<file path="src/rtl/core/actuator_feedback_controller_defines.svh">
// assertion macros of the actuator feedback controller rtl
// no dependencies; files that assert include this header by name
`ifndef ACTUATOR_FEEDBACK_CONTROLLER_DEFINES_SVH
`define ACTUATOR_FEEDBACK_CONTROLLER_DEFINES_SVH

// implication checked on every rising clk edge outside reset
`define AFC_ASSERT_IMPL(label, ante, cons, msg) \
	label: assert property (@(posedge clk) disable iff (!arst_n) (ante) |-> (cons)) \
		else $error(msg);

// next-cycle implication checked on every rising clk edge outside reset
`define AFC_ASSERT_NEXT(label, ante, cons, msg) \
	label: assert property (@(posedge clk) disable iff (!arst_n) (ante) |=> (cons)) \
		else $error(msg);

`endif

</file>
<file path="src/rtl/core/afc_pkg.sv">
// types and constants of the actuator feedback controller
// no dependencies; used by every module of the block
package afc_pkg;

	// apb address and data widths
	localparam int AddrW = 5;
	localparam int DataW = 32;
	// width of the phase time registers
	localparam int PhaseTimeW = 16;

	// register indexes (byte address is 4 * index)
	localparam logic [2:0] REG_FEEDBACK_TYPE   = 3'd0;
	localparam logic [2:0] REG_ACTUATION_TYPE  = 3'd1;
	localparam logic [2:0] REG_ENABLE_PRESET   = 3'd2;
	localparam logic [2:0] REG_ENABLE_TIME     = 3'd3;
	localparam logic [2:0] REG_DISABLE_TIME    = 3'd4;
	localparam logic [2:0] REG_DIAG_ENABLE     = 3'd5;

	// feedback type codes
	localparam logic [1:0] FB_BOTH         = 2'd0;
	localparam logic [1:0] FB_ENABLE_ONLY  = 2'd1;
	localparam logic [1:0] FB_DISABLE_ONLY = 2'd2;
	localparam logic [1:0] FB_NONE         = 2'd3;

	// actuation type codes, the unused code behaves as single
	localparam logic [1:0] ACT_SINGLE   = 2'd0;
	localparam logic [1:0] ACT_RETAINED = 2'd1;
	localparam logic [1:0] ACT_PHASED   = 2'd2;

	// phase of the actuator
	typedef enum logic [1:0] {
		PH_DISABLED  = 2'd0,
		PH_ENABLING  = 2'd1,
		PH_ENABLED   = 2'd2,
		PH_DISABLING = 2'd3
	} phase_t;

	// configuration registers as seen by the step logic
	typedef struct packed {
		logic [1:0]            feedback_type;
		logic [1:0]            actuation_type;
		logic                  enable_preset;
		logic [PhaseTimeW-1:0] enable_time;
		logic [PhaseTimeW-1:0] disable_time;
		logic                  diagnostics_enable;
	} cfg_t;

	// input word
	typedef struct packed {
		logic cmd;
		logic enabled_sensor;
		logic disabled_sensor;
		logic clock_tick;
		logic enable_request;
		logic disable_request;
		logic external_fault;
	} item_t;

	// result word
	typedef struct packed {
		logic [1:0] status;
		logic       enable_out;
		logic       disable_out;
		logic       enabled_feedback;
		logic       disabled_feedback;
		logic       disabled_sensor_fault;
		logic       enabled_sensor_fault;
		logic       actuator_fault;
		logic       any_fault;
		logic       enable_req_clear;
		logic       disable_req_clear;
		logic       not_initialized;
	} result_t;

endpackage

</file>
<file path="src/rtl/core/afc_regs.sv">
// apb configuration register file of the actuator feedback controller
// depends on afc_pkg
module afc_regs (
	input  logic                      clk,
	input  logic                      arst_n,
	input  logic                      psel,
	input  logic                      penable,
	input  logic                      pwrite,
	input  logic [afc_pkg::AddrW-1:0] paddr,
	input  logic [afc_pkg::DataW-1:0] pwdata,
	output logic [afc_pkg::DataW-1:0] prdata,
	output logic                      pready,
	output afc_pkg::cfg_t             cfg
);
	import afc_pkg::*;

	cfg_t       cfg_q;
	logic [2:0] reg_idx;
	logic       wr_en;

	assign reg_idx = paddr[AddrW-1:2];
	assign wr_en   = psel && penable && pwrite;
	assign pready  = 1'b1;
	assign cfg     = cfg_q;

	// register writes, indexes beyond the list are dropped
	always_ff @(posedge clk or negedge arst_n) begin
		if (!arst_n) begin
			cfg_q <= '0;
		end else if (wr_en) begin
			case (reg_idx)
				REG_FEEDBACK_TYPE:  cfg_q.feedback_type      <= pwdata[1:0];
				REG_ACTUATION_TYPE: cfg_q.actuation_type     <= pwdata[1:0];
				REG_ENABLE_PRESET:  cfg_q.enable_preset      <= pwdata[0];
				REG_ENABLE_TIME:    cfg_q.enable_time        <= pwdata[PhaseTimeW-1:0];
				REG_DISABLE_TIME:   cfg_q.disable_time       <= pwdata[PhaseTimeW-1:0];
				REG_DIAG_ENABLE:    cfg_q.diagnostics_enable <= pwdata[0];
				default: ;
			endcase
		end
	end

	// read mux
	always_comb begin
		prdata = '0;
		case (reg_idx)
			REG_FEEDBACK_TYPE:  prdata = DataW'(cfg_q.feedback_type);
			REG_ACTUATION_TYPE: prdata = DataW'(cfg_q.actuation_type);
			REG_ENABLE_PRESET:  prdata = DataW'(cfg_q.enable_preset);
			REG_ENABLE_TIME:    prdata = DataW'(cfg_q.enable_time);
			REG_DISABLE_TIME:   prdata = DataW'(cfg_q.disable_time);
			REG_DIAG_ENABLE:    prdata = DataW'(cfg_q.diagnostics_enable);
			default:            prdata = '0;
		endcase
	end

endmodule

</file>
<file path="src/rtl/core/afc_step.sv">
// per-word step logic and actuator state registers of the feedback controller
// depends on afc_pkg and actuator_feedback_controller_defines.svh
`include "actuator_feedback_controller_defines.svh"

module afc_step #(
	parameter int TIMER_WIDTH = 16
) (
	input  logic             clk,
	input  logic             arst_n,
	input  logic             fire,
	input  afc_pkg::item_t   item,
	input  afc_pkg::cfg_t    cfg,
	output afc_pkg::result_t res
);
	import afc_pkg::*;

	phase_t                 phase_q, phase_d;
	logic                   cmd_q, cmd_d;
	logic [TIMER_WIDTH-1:0] timer_q, timer_d;
	logic                   init_q, init_d;

	logic [TIMER_WIDTH-1:0] timer_dec;
	logic [TIMER_WIDTH-1:0] load_en, load_dis;
	logic                   tmo, st_en, st_dis;
	logic                   en_fb, dis_fb, clr_en, clr_dis;
	logic                   f_dis, f_en, f_act;
	logic                   en_out, dis_out;

	// phase time saturates when the timer is narrower than the register
	function automatic logic [TIMER_WIDTH-1:0] timer_load(input logic [PhaseTimeW-1:0] t);
		logic [31:0] wide;
		wide = 32'(t);
		return (|(wide >> TIMER_WIDTH)) ? '1 : TIMER_WIDTH'(t);
	endfunction

	assign load_en  = timer_load(cfg.enable_time);
	assign load_dis = timer_load(cfg.disable_time);

	// timer count down and timeout of the current phase
	assign timer_dec = (item.clock_tick && timer_q != '0) ? timer_q - 1'b1 : timer_q;
	assign tmo       = (timer_dec == '0);
	assign st_en     = (phase_q == PH_ENABLED)  || (phase_q == PH_ENABLING && tmo);
	assign st_dis    = (phase_q == PH_DISABLED) || (phase_q == PH_DISABLING && tmo);

	// feedback, phase machine and fault detection
	always_comb begin
		phase_d = phase_q;
		cmd_d   = cmd_q;
		timer_d = timer_q;
		init_d  = init_q;
		clr_en  = 1'b0;
		clr_dis = 1'b0;
		f_dis   = 1'b0;
		f_en    = 1'b0;
		f_act   = 1'b0;
		en_fb   = 1'b0;
		dis_fb  = 1'b0;
		if (item.cmd) begin
			// init preset
			case (cfg.feedback_type)
				FB_BOTH: begin
					en_fb  = item.enabled_sensor;
					dis_fb = item.disabled_sensor;
				end
				FB_ENABLE_ONLY: begin
					en_fb  = item.enabled_sensor;
					dis_fb = !item.enabled_sensor;
				end
				FB_DISABLE_ONLY: begin
					dis_fb = item.disabled_sensor;
					en_fb  = !item.disabled_sensor;
				end
				default: begin
					en_fb  = cfg.enable_preset;
					dis_fb = !cfg.enable_preset;
				end
			endcase
			clr_en  = 1'b1;
			clr_dis = 1'b1;
			if (cfg.enable_preset) begin
				cmd_d   = 1'b1;
				timer_d = load_en;
				phase_d = en_fb ? PH_ENABLED : PH_ENABLING;
				init_d  = !en_fb;
			end else begin
				cmd_d   = 1'b0;
				timer_d = load_dis;
				phase_d = dis_fb ? PH_DISABLED : PH_DISABLING;
				init_d  = !dis_fb;
			end
		end else begin
			// scan
			timer_d = timer_dec;
			case (cfg.feedback_type)
				FB_BOTH: begin
					en_fb  = item.enabled_sensor;
					dis_fb = item.disabled_sensor;
				end
				FB_ENABLE_ONLY: begin
					en_fb  = item.enabled_sensor;
					dis_fb = !item.enabled_sensor && st_dis;
				end
				FB_DISABLE_ONLY: begin
					dis_fb = item.disabled_sensor;
					en_fb  = !item.disabled_sensor && st_en;
				end
				default: begin
					en_fb  = st_en;
					dis_fb = st_dis;
				end
			endcase

			case (phase_q)
				PH_DISABLED: begin
					clr_dis = 1'b1;
					if (item.enable_request) begin
						cmd_d   = 1'b1;
						timer_d = load_en;
						phase_d = PH_ENABLING;
					end
				end
				PH_ENABLING: begin
					if (item.disable_request) begin
						clr_en  = 1'b1;
						cmd_d   = 1'b0;
						timer_d = load_dis;
						phase_d = PH_DISABLING;
					end else if (en_fb) begin
						clr_en  = 1'b1;
						timer_d = '0;
						phase_d = PH_ENABLED;
					end
				end
				PH_ENABLED: begin
					clr_en = 1'b1;
					if (item.disable_request) begin
						cmd_d   = 1'b0;
						timer_d = load_dis;
						phase_d = PH_DISABLING;
					end
				end
				default: begin
					if (item.enable_request) begin
						clr_dis = 1'b1;
						cmd_d   = 1'b1;
						timer_d = load_en;
						phase_d = PH_ENABLING;
					end else if (dis_fb) begin
						clr_dis = 1'b1;
						timer_d = '0;
						phase_d = PH_DISABLED;
					end
				end
			endcase

			// faults judged at timeout against the new command
			if (cfg.diagnostics_enable && tmo) begin
				f_dis = (!cmd_d && !dis_fb && !en_fb) || (cmd_d && dis_fb && en_fb);
				f_en  = (!cmd_d && dis_fb && en_fb) || (cmd_d && !dis_fb && !en_fb);
				f_act = (!cmd_d && !dis_fb && en_fb) || (cmd_d && dis_fb && !en_fb);
			end
		end
	end

	// drive shaping by actuation type
	always_comb begin
		en_out  = cmd_d;
		dis_out = 1'b0;
		case (cfg.actuation_type)
			ACT_RETAINED: begin
				en_out  = cmd_d;
				dis_out = !cmd_d;
			end
			ACT_PHASED: begin
				en_out  = cmd_d && (phase_d == PH_ENABLING);
				dis_out = !en_out && (phase_d == PH_DISABLING);
			end
			default: begin
				en_out  = cmd_d;
				dis_out = 1'b0;
			end
		endcase
	end

	// result word
	always_comb begin
		res.status                = phase_d;
		res.enable_out            = en_out;
		res.disable_out           = dis_out;
		res.enabled_feedback      = en_fb;
		res.disabled_feedback     = dis_fb;
		res.disabled_sensor_fault = f_dis;
		res.enabled_sensor_fault  = f_en;
		res.actuator_fault        = f_act;
		res.any_fault             = f_dis | f_en | f_act | item.external_fault;
		res.enable_req_clear      = clr_en;
		res.disable_req_clear     = clr_dis;
		res.not_initialized       = init_d;
	end

	// state registers, updated once per word
	always_ff @(posedge clk or negedge arst_n) begin
		if (!arst_n) begin
			phase_q <= PH_DISABLED;
			cmd_q   <= 1'b0;
			timer_q <= '0;
			init_q  <= 1'b1;
		end else if (fire) begin
			phase_q <= phase_d;
			cmd_q   <= cmd_d;
			timer_q <= timer_d;
			init_q  <= init_d;
		end
	end

	// enabled phase holds across a scan without a disable request
	`AFC_ASSERT_NEXT(a_enabled_holds,
		fire && !item.cmd && phase_q == PH_ENABLED && !item.disable_request,
		phase_q == PH_ENABLED, "enabled phase left without disable request")

	// scan never changes the init pending flag
	`AFC_ASSERT_NEXT(a_scan_keeps_init,
		fire && !item.cmd, init_q == $past(init_q), "scan changed init pending flag")

	// the two drives are never asserted together
	`AFC_ASSERT_IMPL(a_drive_exclusive,
		fire, !(res.enable_out && res.disable_out), "enable and disable drive both high")

	// reaching the enabled phase on a scan leaves the timer cleared
	`AFC_ASSERT_NEXT(a_settle_clears_timer,
		fire && !item.cmd && phase_q == PH_ENABLING && !item.disable_request && en_fb,
		timer_q == '0, "timer not cleared on reaching enabled")

endmodule

</file>
<file path="src/rtl/core/actuator_feedback_controller.sv">
// Actuator feedback controller, top level.
// Input channel item_valid/item_ready/item carries one word per scan or
// init command; result channel result_valid/result_ready/result returns
// exactly one result word for each input word, in order.
// Configuration goes through an apb-style port (byte address 4 * register
// index, pready tied high, no wait states); the user must write it only
// while idle, the block does not enforce this. A word is accepted into an
// input register, the step logic runs on it there and the result register
// holds its result; the result register loads from the input register
// when it is empty or its word is taken. One word per cycle is sustained
// while result_ready is high, set by the single pass through step logic.
// When result_ready is low the result register holds its word and the
// input register still takes one more word; after that item_ready drops
// until the result is taken.
// Reset clears the configuration to zero, the phase to disabled, the
// command and timer to zero and sets the not-initialized flag; both
// pipeline registers come out of reset empty.
// depends on afc_pkg, afc_regs, afc_step
module actuator_feedback_controller #(
	parameter int TIMER_WIDTH = 16
) (
	input  logic                      clk,
	input  logic                      arst_n,
	input  logic                      item_valid,
	output logic                      item_ready,
	input  afc_pkg::item_t            item,
	output logic                      result_valid,
	input  logic                      result_ready,
	output afc_pkg::result_t          result,
	input  logic                      psel,
	input  logic                      penable,
	input  logic                      pwrite,
	input  logic [afc_pkg::AddrW-1:0] paddr,
	input  logic [afc_pkg::DataW-1:0] pwdata,
	output logic [afc_pkg::DataW-1:0] prdata,
	output logic                      pready
);
	import afc_pkg::*;

	cfg_t    cfg;
	item_t   item_s1;
	logic    vld_s1;
	result_t res;
	result_t result_q;
	logic    result_vld_q;
	logic    out_take, adv_s1;

	// handshake between the two register stages
	assign out_take   = !result_vld_q || result_ready;
	assign adv_s1     = vld_s1 && out_take;
	assign item_ready = !vld_s1 || adv_s1;

	// configuration registers
	afc_regs u_regs (
		.clk     (clk),
		.arst_n  (arst_n),
		.psel    (psel),
		.penable (penable),
		.pwrite  (pwrite),
		.paddr   (paddr),
		.pwdata  (pwdata),
		.prdata  (prdata),
		.pready  (pready),
		.cfg     (cfg)
	);

	// step logic with the actuator state
	afc_step #(
		.TIMER_WIDTH (TIMER_WIDTH)
	) u_step (
		.clk    (clk),
		.arst_n (arst_n),
		.fire   (adv_s1),
		.item   (item_s1),
		.cfg    (cfg),
		.res    (res)
	);

	// input register valid
	always_ff @(posedge clk or negedge arst_n) begin
		if (!arst_n) begin
			vld_s1 <= 1'b0;
		end else if (item_ready) begin
			vld_s1 <= item_valid;
		end
	end

	// input register word
	always_ff @(posedge clk) begin
		if (item_ready && item_valid) begin
			item_s1 <= item;
		end
	end

	// result register valid
	always_ff @(posedge clk or negedge arst_n) begin
		if (!arst_n) begin
			result_vld_q <= 1'b0;
		end else if (out_take) begin
			result_vld_q <= vld_s1;
		end
	end

	// result register word
	always_ff @(posedge clk) begin
		if (adv_s1) begin
			result_q <= res;
		end
	end

	assign result_valid = result_vld_q;
	assign result       = result_q;

endmodule
</file>
<file path="config.mk">
export PLATFORM = sky130hd
export DESIGN_NAME = actuator_feedback_controller
export DESIGN_NICKNAME = d
export VERILOG_FILES = /design/src/rtl/core/afc_pkg.sv /design/src/rtl/core/afc_regs.sv /design/src/rtl/core/afc_step.sv /design/src/rtl/core/actuator_feedback_controller.sv
export VERILOG_INCLUDE_DIRS = /design/src /design/src/rtl/core
export SDC_FILE = /design/constraint.sdc
export NUM_CORES = 1
export LEC_CHECK = 0
export BUFFER_PORTS_ARGS = -buffer_cell sky130_fd_sc_hd__buf_2
export CAP_MARGIN = 20
export CORE_MARGIN = 2
export CORE_UTILIZATION = 57
export DETAILED_ROUTE_END_ITERATION = 10
export PLACE_DENSITY_LB_ADDON = 0.1
export SYNTH_ARGS = -nofsm -noshare
export SYNTH_HDL_FRONTEND = slang
export SYNTH_SLANG_ARGS = --single-unit
</file>
<file path="constraint.sdc">
create_clock -name clk -period 9.9 [get_ports clk]
set_input_delay 0.99 -clock clk [delete_from_list [all_inputs] [get_ports clk]]
set_output_delay 0.99 -clock clk [all_outputs]
set_load 0.01 [all_outputs]
</file>
==> qor.csv, run 1 <==
stage,metric,value,unit
sta,max_freq,0.2360,GHz
detailed_routing,ant_nets,0,
placed_design,dp_hpwl,11270,um
synthesis,ys_ff_latch,80,
cells_and_area,n_antenna_cell,0,
clocking,ctsHoldBuffers,0,
synthesis,synthAdderAreaFrac,1.508,%
die,rows,36,
sta,setup_viol,0,
clocking,cts.sinks,80,
detailed_routing,vias,5219,
sta,worst_slew_pin_slew,1.040,ns
placed_design,port-buffer-count,63,
sta,whs,0.5041,ns
pwr,cellPowerDensity,247.0,nW/um^2
die,dieArea,11010,sq um
pwr,leakagePower,2.633,nW
detailed_routing,wl_per_cell,19.70,um
cells_and_area,fin_cells,806,
clocking,htreeDepth,3,
detailed_routing,first_pass_iters,7,
sta,drv_slew,0,
sta,period_needed,4.238,ns
detailed_routing,drt_iter0_markers,563,
pwr,power,1.557,mW
die,die_x,104.9,um
synthesis,ys_top_cells_by_area,"dfrtp_1, edfxtp_1, mux2_2, o21ai_0, nand2_1",
die,initial_core_util,59.15,%
synthesis,synth_xor_area_share,0.6032,%
die,die_h,104.9,um
setup_path,end_kind,flip-flop,
clocking,ctsResizeCount,0,
placed_design,place.gp.congestion,0.9279,
cells_and_area,area_delta_synth_final,8.509,%
synthesis,yosys-mux-area-fraction,11.98,%
global_route,grt_pass1_wl,26080,um
pwr,netSwitchingFraction,46.92,%
clocking,path_clk_slew,0.10,ns
synthesis,yosysWarnings,0,
setup_path,r2r_slack,5.66,ns
clocking,clockBufferDepth,2,
global_route,grt_pass1_vias,5007,
detailed_routing,viasPerCell,6.475,
synthesis,async_flop_share,75.00,%
synthesis,syn_inst,632,
synthesis,synth_top_family_by_area,compound AO/OA/AOI/OAI gates,
placed_design,post_dp_cell_area,6093,sq um
setup_path,reg2reg_to,result[10],
sta,max-slew-margin-rel,30.43,%
synthesis,synth_compound_area_share,24.52,%
synthesis,yosysTopAreaCellShare,25.42,%
die,ios,99,
pwr,pwr-share-comb,49.4,%
global_route,antenna_found_initial,0,
pwr,p_switching,0.7303,mW
placed_design,dp_cells,790,
cells_and_area,multiInputGateArea,3339,sq um
global_route,grt_max_degree,61,
synthesis,synthFlopType,dfrtp_1,
setup_path,ff2ff_path_depth,11,
min_path,min_path_type,flip-flop to flip-flop,
pwr,p_clk_share,16.9,%
setup_path,crit_start,u_step.timer_q[0],
setup_path,worstReg2RegStart,u_step.timer_q[0],
clocking,root_buffer,clkbuf_8,
setup_path,required,10.03,ns
status,status,"complete, no violations",
synthesis,synth.avg_cell_area,9.190,sq um
setup_path,crit_end,result[10],
clocking,cts_setup_buffers,0,
pwr,seqPwrFrac,33.8,%
setup_path,worstSetupPathType,flip-flop to flip-flop,
synthesis,yosysSeqAreaShare,36.21,%
detailed_routing,drc,0,
sta,rsz0062_at_grt,false,
synthesis,synth_cell_type_count,81,
sta,fin_tns_setup,0,ns
setup_path,worstPathMaxFanout,8,
global_route,overflow,0,
clocking,cts_buffers,9,
cells_and_area,regArea,2103,sq um
synthesis,yosysTopAreaCell,dfrtp_1,
setup_path,startpoint_type,flip-flop,
die,core,9819,sq um
cells_and_area,final_nets,726,
flow_run,maxCapViolations,0,
cells_and_area,drive_gt1_share,24.07,%
sta,fin_worst_skew,0.01006,ns
cells_and_area,fill_cells,821,
synthesis,synth-simple-area-share,17.62,%
cells_and_area,stdcell_area,6302,sq um
pwr,p_int,0.8263,mW
synthesis,syn_area,5808,sq um
global_route,gr-usage-all-layers,29.75,%
clocking,cts_tree,yes,
clocking,clock_latency,0.38,ns
sta,finalCritPeriodShare,42.81,%
detailed_routing,wl,15880,um
synthesis,synth_edf_count,20,
sta,hold_viol,0,
pwr,ir_drop,117.0,uV
setup_path,worstPathArrival,4.37,ns
-- cells by family after synthesis --
family / Yosys count
other cells: 2
buf+inv: 90
flops: 80
simple gates: 194
compound gates: 192
xor+xnor: 4
mux: 63
fa+ha+maj: 7
-- state kept, by name (all words and copies together), names as in the netlist --
name            flops
u_step.cmd_q        1
result             13
result_valid        1
vld_s1              1
u_step.init_q       1
item_s1             7
u_step.timer_q     16
u_regs.cfg         38
u_step.phase_q      2
-- critical path, stage by stage (launching register included) --
cell	delay, ns
dfrtp_1	0.44
inv_1	0.14
ha_1	0.28
or3b_1	0.55
o41a_1	0.42
a31oi_1	0.47
nand3_2	0.28
or2_0	0.28
nor4_2	0.43
o211ai_1	0.26
and2_1	0.21
a31o_1	0.23
-- per-layer routing --
layer	share of wire, %	up-vias	GRT usage, %	routed length, um
met3	9.9	27	8.858	1576
met2	43	270	43.37	6872
met1	45	2524	42.40	7100
met4	2.1	0	9.619	328
li1	-	2398	-	-
met5	0	-	0	0
-- cell usage in the layout, fill, tap and decap left out, drive strengths merged, types with 17 or more instances in the layout --
master	count
buf	71
edfxtp	20
nand2	61
conb	17
inv	33
nor2	35
nor3	17
dfrtp	59
o21ai	55
a21oi	33
mux2	42
mux2i	20
-- power groups by stage --
| stage | sequential, mW | clock (mW) | combinational, mW |
|---|---|---|---|
| 3_3_place_gp | 0.522 | 0 | 0.727 |
| 4_1_cts | 0.520 | 0.265 | 0.751 |
| 5_1_grt | 0.536 | 0.278 | 0.842 |
| 6_report | 0.525 | 0.263 | 0.768 |
| 2_1_floorplan | 0.473 | 0 | 0.629 |
| 3_5_place_dp | 0.527 | 0 | 0.747 |
-- area by class of cell --
cell class	count	area share, %
multi-input combinational	477	52.99
sequential	80	33.37
timing repair buffer	71	5.956
tap	133	2.640
clock buffer	9	1.965
inverter	29	1.727
clock inverter	7	1.350
-- cells in the mapped netlist, drive strengths merged (13+ instances only) --
| master | instances |
|---|---|
| mux2 | 42 |
| nand2 | 61 |
| nor3 | 17 |
| a221oi | 13 |
| nor2 | 35 |
| buf | 27 |
| a21oi | 33 |
| mux2i | 20 |
| edfxtp | 20 |
| inv | 29 |
| a22o | 15 |
| nand2b | 13 |
| clkbuf | 34 |
| dfrtp | 59 |
| a22oi | 15 |
| o21ai | 55 |
-- worst min path at each step --
| stage | cells after the start | end | from | slack (ns) |
|---|---|---|---|---|
| after detailed placement | 1 | result_valid | vld_s1 | 0.49 |
| final | 2 | u_step.init_q | u_step.init_q | 0.50 |
| after CTS | 2 | u_step.init_q | u_step.init_q | 0.51 |
| after floorplan | 1 | result_valid | vld_s1 | 0.46 |
| after global routing | 1 | result[3] | item_s1[0] | 0.53 |
| after global placement | 1 | result_valid | vld_s1 | 0.47 |
-- per-stage QoR --
| step | utilization [%] | setup WS [ns] |
|---|---|---|
| finish | 64.18 | 5.662 |
| detailed placement | 62.05 | 5.793 |
| CTS | 64.18 | 5.764 |
| global placement | 62.05 | 5.835 |
| floorplan | - | 6.456 |
| global route | 64.18 | 5.510 |
Power figures use the tool's default switching activity.
==> run 2: changes to the inputs <==
Settings changed: CORE_UTILIZATION 57 to 52.
Clock period 9.9 ns to 3.4 ns, I/O delays scaled along.
==> qor.csv, run 2 (synthesized netlist as in run 1, its figures left out) <==
stage,metric,value,unit,change
detailed_routing,first_pass_iters,6,,-1
placed_design,place.gp.congestion,0.9051,,-2.5%
detailed_routing,drt_iter0_markers,541,,-3.9%
sta,fin_worst_skew,0.01028,ns,+0.0002167 ns
die,die_h,109.7,um,+4.5%
cells_and_area,layout_commonest_cell,buf_4,,
placed_design,dp_hpwl,12430,um,+10%
clocking,cts.sinks,80,,unchanged
clocking,cts_buffers,9,,unchanged
global_route,grt_pass1_vias,5130,,+2.5%
die,core,10890,sq um,+11%
cells_and_area,final_core_util,63.07,%,-1.1 points
global_route,overflow,0,,unchanged
sta,max_freq,0.2945,GHz,+25%
setup_path,required,3.53,ns,-6.50 ns
global_route,gr-usage-all-layers,29.20,%,-0.56 points
detailed_routing,drc,0,,unchanged
pwr,leakagePower,2.946,nW,+12%
sta,hold_viol,0,,unchanged
clocking,clock_latency,0.38,ns,about the same
setup_path,r2r_slack,0.004,ns,-5.66 ns
sta,setup_viol,0,,unchanged
setup_path,worstReg2RegStart,u_step.timer_q[5],,
detailed_routing,ant_nets,0,,unchanged
min_path,min_to,item_s1[1],,
status,status,"complete, no violations",,
global_route,grt_max_degree,37,,-39%
cells_and_area,final_nets,785,,+8.1%
sta,worst_slew_pin_slew,0.9646,ns,-0.07504 ns
die,die_x,109.7,um,+4.5%
global_route,grt_pass1_wl,26650,um,+2.2%
sta,fin_ws,0.004261,ns,-5.658 ns
die,dieArea,12030,sq um,+9.2%
die,ios,99,,unchanged
detailed_routing,wl,17050,um,+7.4%
sta,fin_tns_setup,0,ns,unchanged
min_path,hold_start,item[1],,
clocking,cts_tree,yes,,
sta,drv_slew,0,,unchanged
cells_and_area,area_delta_synth_final,18.22,%,
pwr,ir_drop,359.6,uV,+210%
placed_design,port-buffer-count,63,,unchanged
flow_run,maxCapViolations,0,,unchanged
pwr,cellPowerDensity,750.1,nW/um^2,+200%
setup_path,startpoint_type,flip-flop,,
min_path,min_path_type,primary input to flip-flop,,
detailed_routing,wl_per_cell,19.56,um,-0.73%
setup_path,worstPathMaxFanout,7,,-1
cells_and_area,n_antenna_cell,0,,unchanged
setup_path,worstPathArrival,3.53,ns,-0.84 ns
setup_path,ff2ff_path_depth,10,,-1
clocking,clockBufferDepth,2,,unchanged
setup_path,worstSetupPathType,flip-flop to flip-flop,,
die,initial_core_util,53.34,%,-5.8 points
die,rows,38,,+5.6%
clocking,root_buffer,clkbuf_8,,
sta,period_needed,3.396,ns,-0.8422 ns
cells_and_area,layout_common_cells,"buf_4, buf_2, nand2_1",,
detailed_routing,viasPerCell,6.248,,-3.5%
setup_path,end_kind,flip-flop,,
min_path,hold_depth,1,,-1
sta,rsz0062_at_grt,true,,
pwr,power,5.151,mW,+230%
global_route,antenna_found_initial,0,,unchanged
clocking,path_clk_slew,0.09,ns,about the same
detailed_routing,vias,5448,,+4.4%
sta,finalCritPeriodShare,99.87,%,+57 points
cells_and_area,drive_gt1_share,31.97,%,+7.9 points
cells_and_area,largest_reg_flops,38,,unchanged
sta,max-slew-margin-rel,35.45,%,+5.0 points
setup_path,reg2reg_to,result[10],,
clocking,htreeDepth,3,,unchanged
placed_design,post-place-ws,-0.07135,ns,-5.864 ns
-- run 2: layout make-up --
cell class	count	area, sq um
clock buffers	9	123.9
clock inverters	7	106.4
fillers	923	4021
inverters	29	108.9
multi-input cells	477	3415
flip-flops and latches	80	2105
well taps	140	175.2
repair buffers	130	833.3
-- run 2: per-layer routing --
metal  global-route usage (%)  wire length [um]  share of wire, %  vias up
met1                    42.59              7863                46     2664
met5                        0                 0                 0        -
li1                         -                 -                 -     2508
met2                    44.31              7697                45      250
met3                    5.809              1223               7.2       26
met4                    7.595               269               1.6        0
-- run 2: how the worst max path moves through the flow --
| stage | start | to | slack, ns | cells past startpoint |
|---|---|---|---|---|
| final | u_step.timer_q[5] | result[10] | 0.004 | 10 |
| after floorplan | u_step.timer_q[0] | result[10] | 0.01 | 12 |
| after global routing | u_step.timer_q[0] | result[10] | -0.07 | 13 |
| after CTS | u_step.timer_q[0] | result[10] | 0.01 | 12 |
| after global placement | u_step.timer_q[0] | result[10] | -0.03 | 11 |
| after detailed placement | u_step.timer_q[0] | result[10] | -0.07 | 12 |
-- run 2: power breakdown --
part / switching [mW] / leakage (nW) / internal [mW]
logic: 1.63 / 1.87 / 1.24
registers: 0.249 / 0.956 / 1.20
clock network: 0.399 / 0.119 / 0.429
-- run 2: critical path: stages, from the launching register on --
cell,delay [ns]
dfrtp_2,0.48
or4_4,0.60
o41ai_4,0.37
mux2i_1,0.29
nand3_2,0.14
buf_4,0.17
nor4_4,0.30
or3_1,0.16
a21oi_1,0.08
a211o_1,0.37
a31o_1,0.19
-- run 2: what timing repair did --
| item | 4_1_cts | 5_1_grt |
|---|---|---|
| hold buffers | 1 | 0 |
| endpoints found under the setup margin | 10 | 17 |
| resized for setup | 4 | 12 |
| hold endpoints to repair | 23 | 0 |
| buffers inserted | 0 | 4 |
| pin swaps | 0 | 3 |
-- run 2: metrics by stage --
stage | area, sq um | hold WS [ns] | instances
floorplan | 5864 | 0.04441 | 647
global placement | 6520 | 0.4081 | 851
CTS | 6780 | 0.1096 | 868
finish | 6867 | 0.1316 | 872
global route | 6867 | 0.1117 | 872
detailed placement | 6520 | 0.4143 | 851
==> run 3: changes to the inputs <==
--- a/config.mk
+++ b/config.mk
@@ -12,2 +12,3 @@
 export CORE_UTILIZATION = 52
+export CTS_BUF_LIST = sky130_fd_sc_hd__clkbuf_4 sky130_fd_sc_hd__clkbuf_8 sky130_fd_sc_hd__clkbuf_16
 export DETAILED_ROUTE_END_ITERATION = 10
==> constraint.sdc (replaced) <==
create_clock -name clk -period 3.4 [get_ports clk]
set_input_delay 0.51 -clock clk [delete_from_list [all_inputs] [get_ports clk]]
set_output_delay 0.51 -clock clk [all_outputs]
set_load 0.01 [all_outputs]
==> qor.csv, run 3 (synthesized netlist as in run 1, its figures left out) <==
stage,metric,value,unit,change
status,status,finished with violations,,
status,violations,setup timing,,
global_route,grtUsageMet3,4.683,%,-1.1 points
clocking,htreeDepth,3,,unchanged
detailed_routing,first_pass_iters,6,,unchanged
setup_path,crit_path_frequent_cell,buf_4,,
sta,max_freq,0.2933,GHz,-0.39%
global_route,grt_pass1_wl,26240,um,-1.6%
die,die_x,109.7,um,unchanged
die,ios,99,,unchanged
setup_path,r2r_slack,-0.009,ns,about the same
sta,worst_slew_pin_slew,0.8485,ns,-0.1162 ns
cells_and_area,layout_common_cells,"buf_4, buf_2, nand2_1",,
min_path,min_path_type,primary input to async pin,,
pwr,ir_drop,363.7,uV,+1.1%
clocking,root_buffer,clkbuf_8,,
detailed_routing,wl_per_cell,18.95,um,-3.1%
clocking,cts_buffers,9,,unchanged
placed_design,post_dp_cell_area,6543,sq um,+0.35%
sta,finalCritPeriodShare,100.3,%,+0.39 points
sta,drv_slew,0,,unchanged
clocking,clockBufferDepth,2,,unchanged
cells_and_area,drive_gt1_share,33.42,%,+1.5 points
clocking,clock_latency,0.37,ns,about the same
placed_design,dp_hpwl,12050,um,-3.1%
cells_and_area,final_nets,789,,+0.51%
sta,whs,0.3029,ns,+0.1712 ns
setup_path,worstReg2RegStart,u_step.timer_q[1],,
sta,hold_viol,0,,unchanged
flow_run,maxCapViolations,0,,unchanged
placed_design,post-place-ws,-0.04647,ns,+0.02488 ns
cells_and_area,area_delta_synth_final,18.89,%,
setup_path,worstSetupPathType,flip-flop to flip-flop,,
sta,fin_worst_skew,0.008601,ns,-0.001677 ns
detailed_routing,drc,0,,unchanged
setup_path,ff2ff_path_depth,11,,+1
clocking,cts.sinks,80,,unchanged
setup_path,worstPathArrival,3.64,ns,+0.11 ns
placed_design,place.gp.congestion,0.8945,,-1.2%
cells_and_area,final_core_util,63.42,%,+0.36 points
global_route,grt_busiest_layer,met1,,
clocking,ctsHoldBuffers,0,,-1
cells_and_area,stdcell_area,6905,sq um,+0.56%
global_route,antenna_found_initial,0,,unchanged
die,die_h,109.7,um,unchanged
sta,fin_ws,-0.008934,ns,-0.01320 ns
setup_path,end_kind,flip-flop,,
die,rows,38,,unchanged
setup_path,worstPathMaxFanout,7,,unchanged
detailed_routing,viasPerCell,6.209,,-0.62%
global_route,grt_max_degree,61,,+65%
die,initial_core_util,53.34,%,unchanged
global_route,gr-usage-all-layers,28.65,%,-0.54 points
setup_path,reg2reg_to,result[4],,
pwr,cellPowerDensity,735.3,nW/um^2,-2.0%
die,core,10890,sq um,unchanged
setup_path,crit_slowest_cell,or4_4,,
sta,fin_tns_setup,-0.008934,ns,-0.008934 ns
placed_design,port-buffer-count,63,,unchanged
cells_and_area,n_antenna_cell,0,,unchanged
global_route,globalRouteMet1Util,42.67,%,+0.085 points
setup_path,crit_family,simple AND/OR/NAND/NOR gates,,
global_route,overflow,0,,unchanged
sta,rsz0062_at_grt,true,,
clocking,cts_tree,yes,,
sta,max-slew-margin-rel,43.23,%,+7.8 points
global_route,use_met2,42.37,%,-1.9 points
setup_path,startpoint_type,flip-flop,,
sta,setup_viol,1,,+1
global_route,grt_pass1_vias,5167,,+0.72%
die,dieArea,12030,sq um,unchanged
setup_path,path_buf_inv,3,,+2
cells_and_area,layout_commonest_cell,buf_4,,
detailed_routing,vias,5439,,-0.17%
setup_path,max_stage_delay,0.57,ns,-0.03 ns
setup_path,required,3.63,ns,+0.10 ns
sta,period_needed,3.409,ns,+0.01320 ns
detailed_routing,ant_nets,0,,unchanged
pwr,leakagePower,2.957,nW,+0.36%
cells_and_area,largest_reg_flops,38,,unchanged
detailed_routing,drt_iter0_markers,478,,-12%
setup_path,crit_chain,"buf_4, or4_4, or3_4, or4_4, nand4_4, nor4_2, buf_4, a211o_4, buf_4, or3_1, a21oi_1",,
clocking,path_clk_slew,0.08,ns,about the same
detailed_routing,wl,16600,um,-2.7%
run 3: cell count changes in the layout (fill, tap and decap cells not counted), sizes merged:
cell | previous run | this run
inv | 34 | 29
clkinv | 0 | 5
buf | 129 | 134
clkbuf | 9 | 11
bufinv | 2 | 0
dlygate4sd3 | 1 | 0
run 3: per-stage QoR:
| stage | power, mW | std cells |
|---|---|---|
| 4_1_cts | 4.821 | 870 |
| 6_report | 5.078 | 876 |
| 3_5_place_dp | 4.134 | 854 |
| 2_1_floorplan | 3.208 | 647 |
| 3_3_place_gp | 4.060 | 854 |
| 5_1_grt | 5.384 | 876 |
run 3: worst max-delay path by stage:
stage	start	end	slack [ns]	depth (start not counted)
finish	u_step.timer_q[1]	result[4]	-0.009	11
CTS	u_step.timer_q[0]	result[10]	0.003	12
global placement	u_step.timer_q[0]	result[4]	0.006	11
detailed placement	u_step.timer_q[0]	result[10]	-0.05	12
floorplan	u_step.timer_q[0]	result[10]	0.01	12
global route	u_step.timer_q[8]	result[3]	-0.09	10
run 3: power breakdown:
| part | leakage [nW] | switching (mW) | internal, mW |
|---|---|---|---|
| Clock | 0.0965 | 0.361 | 0.292 |
| Sequential | 0.956 | 0.250 | 1.20 |
| Combinational | 1.90 | 1.67 | 1.30 |
| Total | 2.96 | 2.28 | 2.80 |
run 3: what timing repair did:
item                       in CTS  in global routing
buffers inserted                0                  6
pin swaps                       1                 18
gates resized for setup         5                 26
setup endpoints to repair       5                 18
run 3: final cells by class:
cell class / count / area [sq um]
inverters: 29 / 108.9
well taps: 140 / 175.2
flip-flops and latches: 80 / 2105
multi-input cells: 477 / 3467
fillers: 941 / 3983
clock buffers: 11 / 145.1
clock inverters: 5 / 32.53
repair buffers: 134 / 872.1
run 3: layer usage:
metal,part of all wire (%),routed length (um),vias up
met5,0,0,-
met4,1.7,285,0
met3,7.4,1236,33
met2,44,7323,247
met1,47,7750,2641
li1,-,-,2518
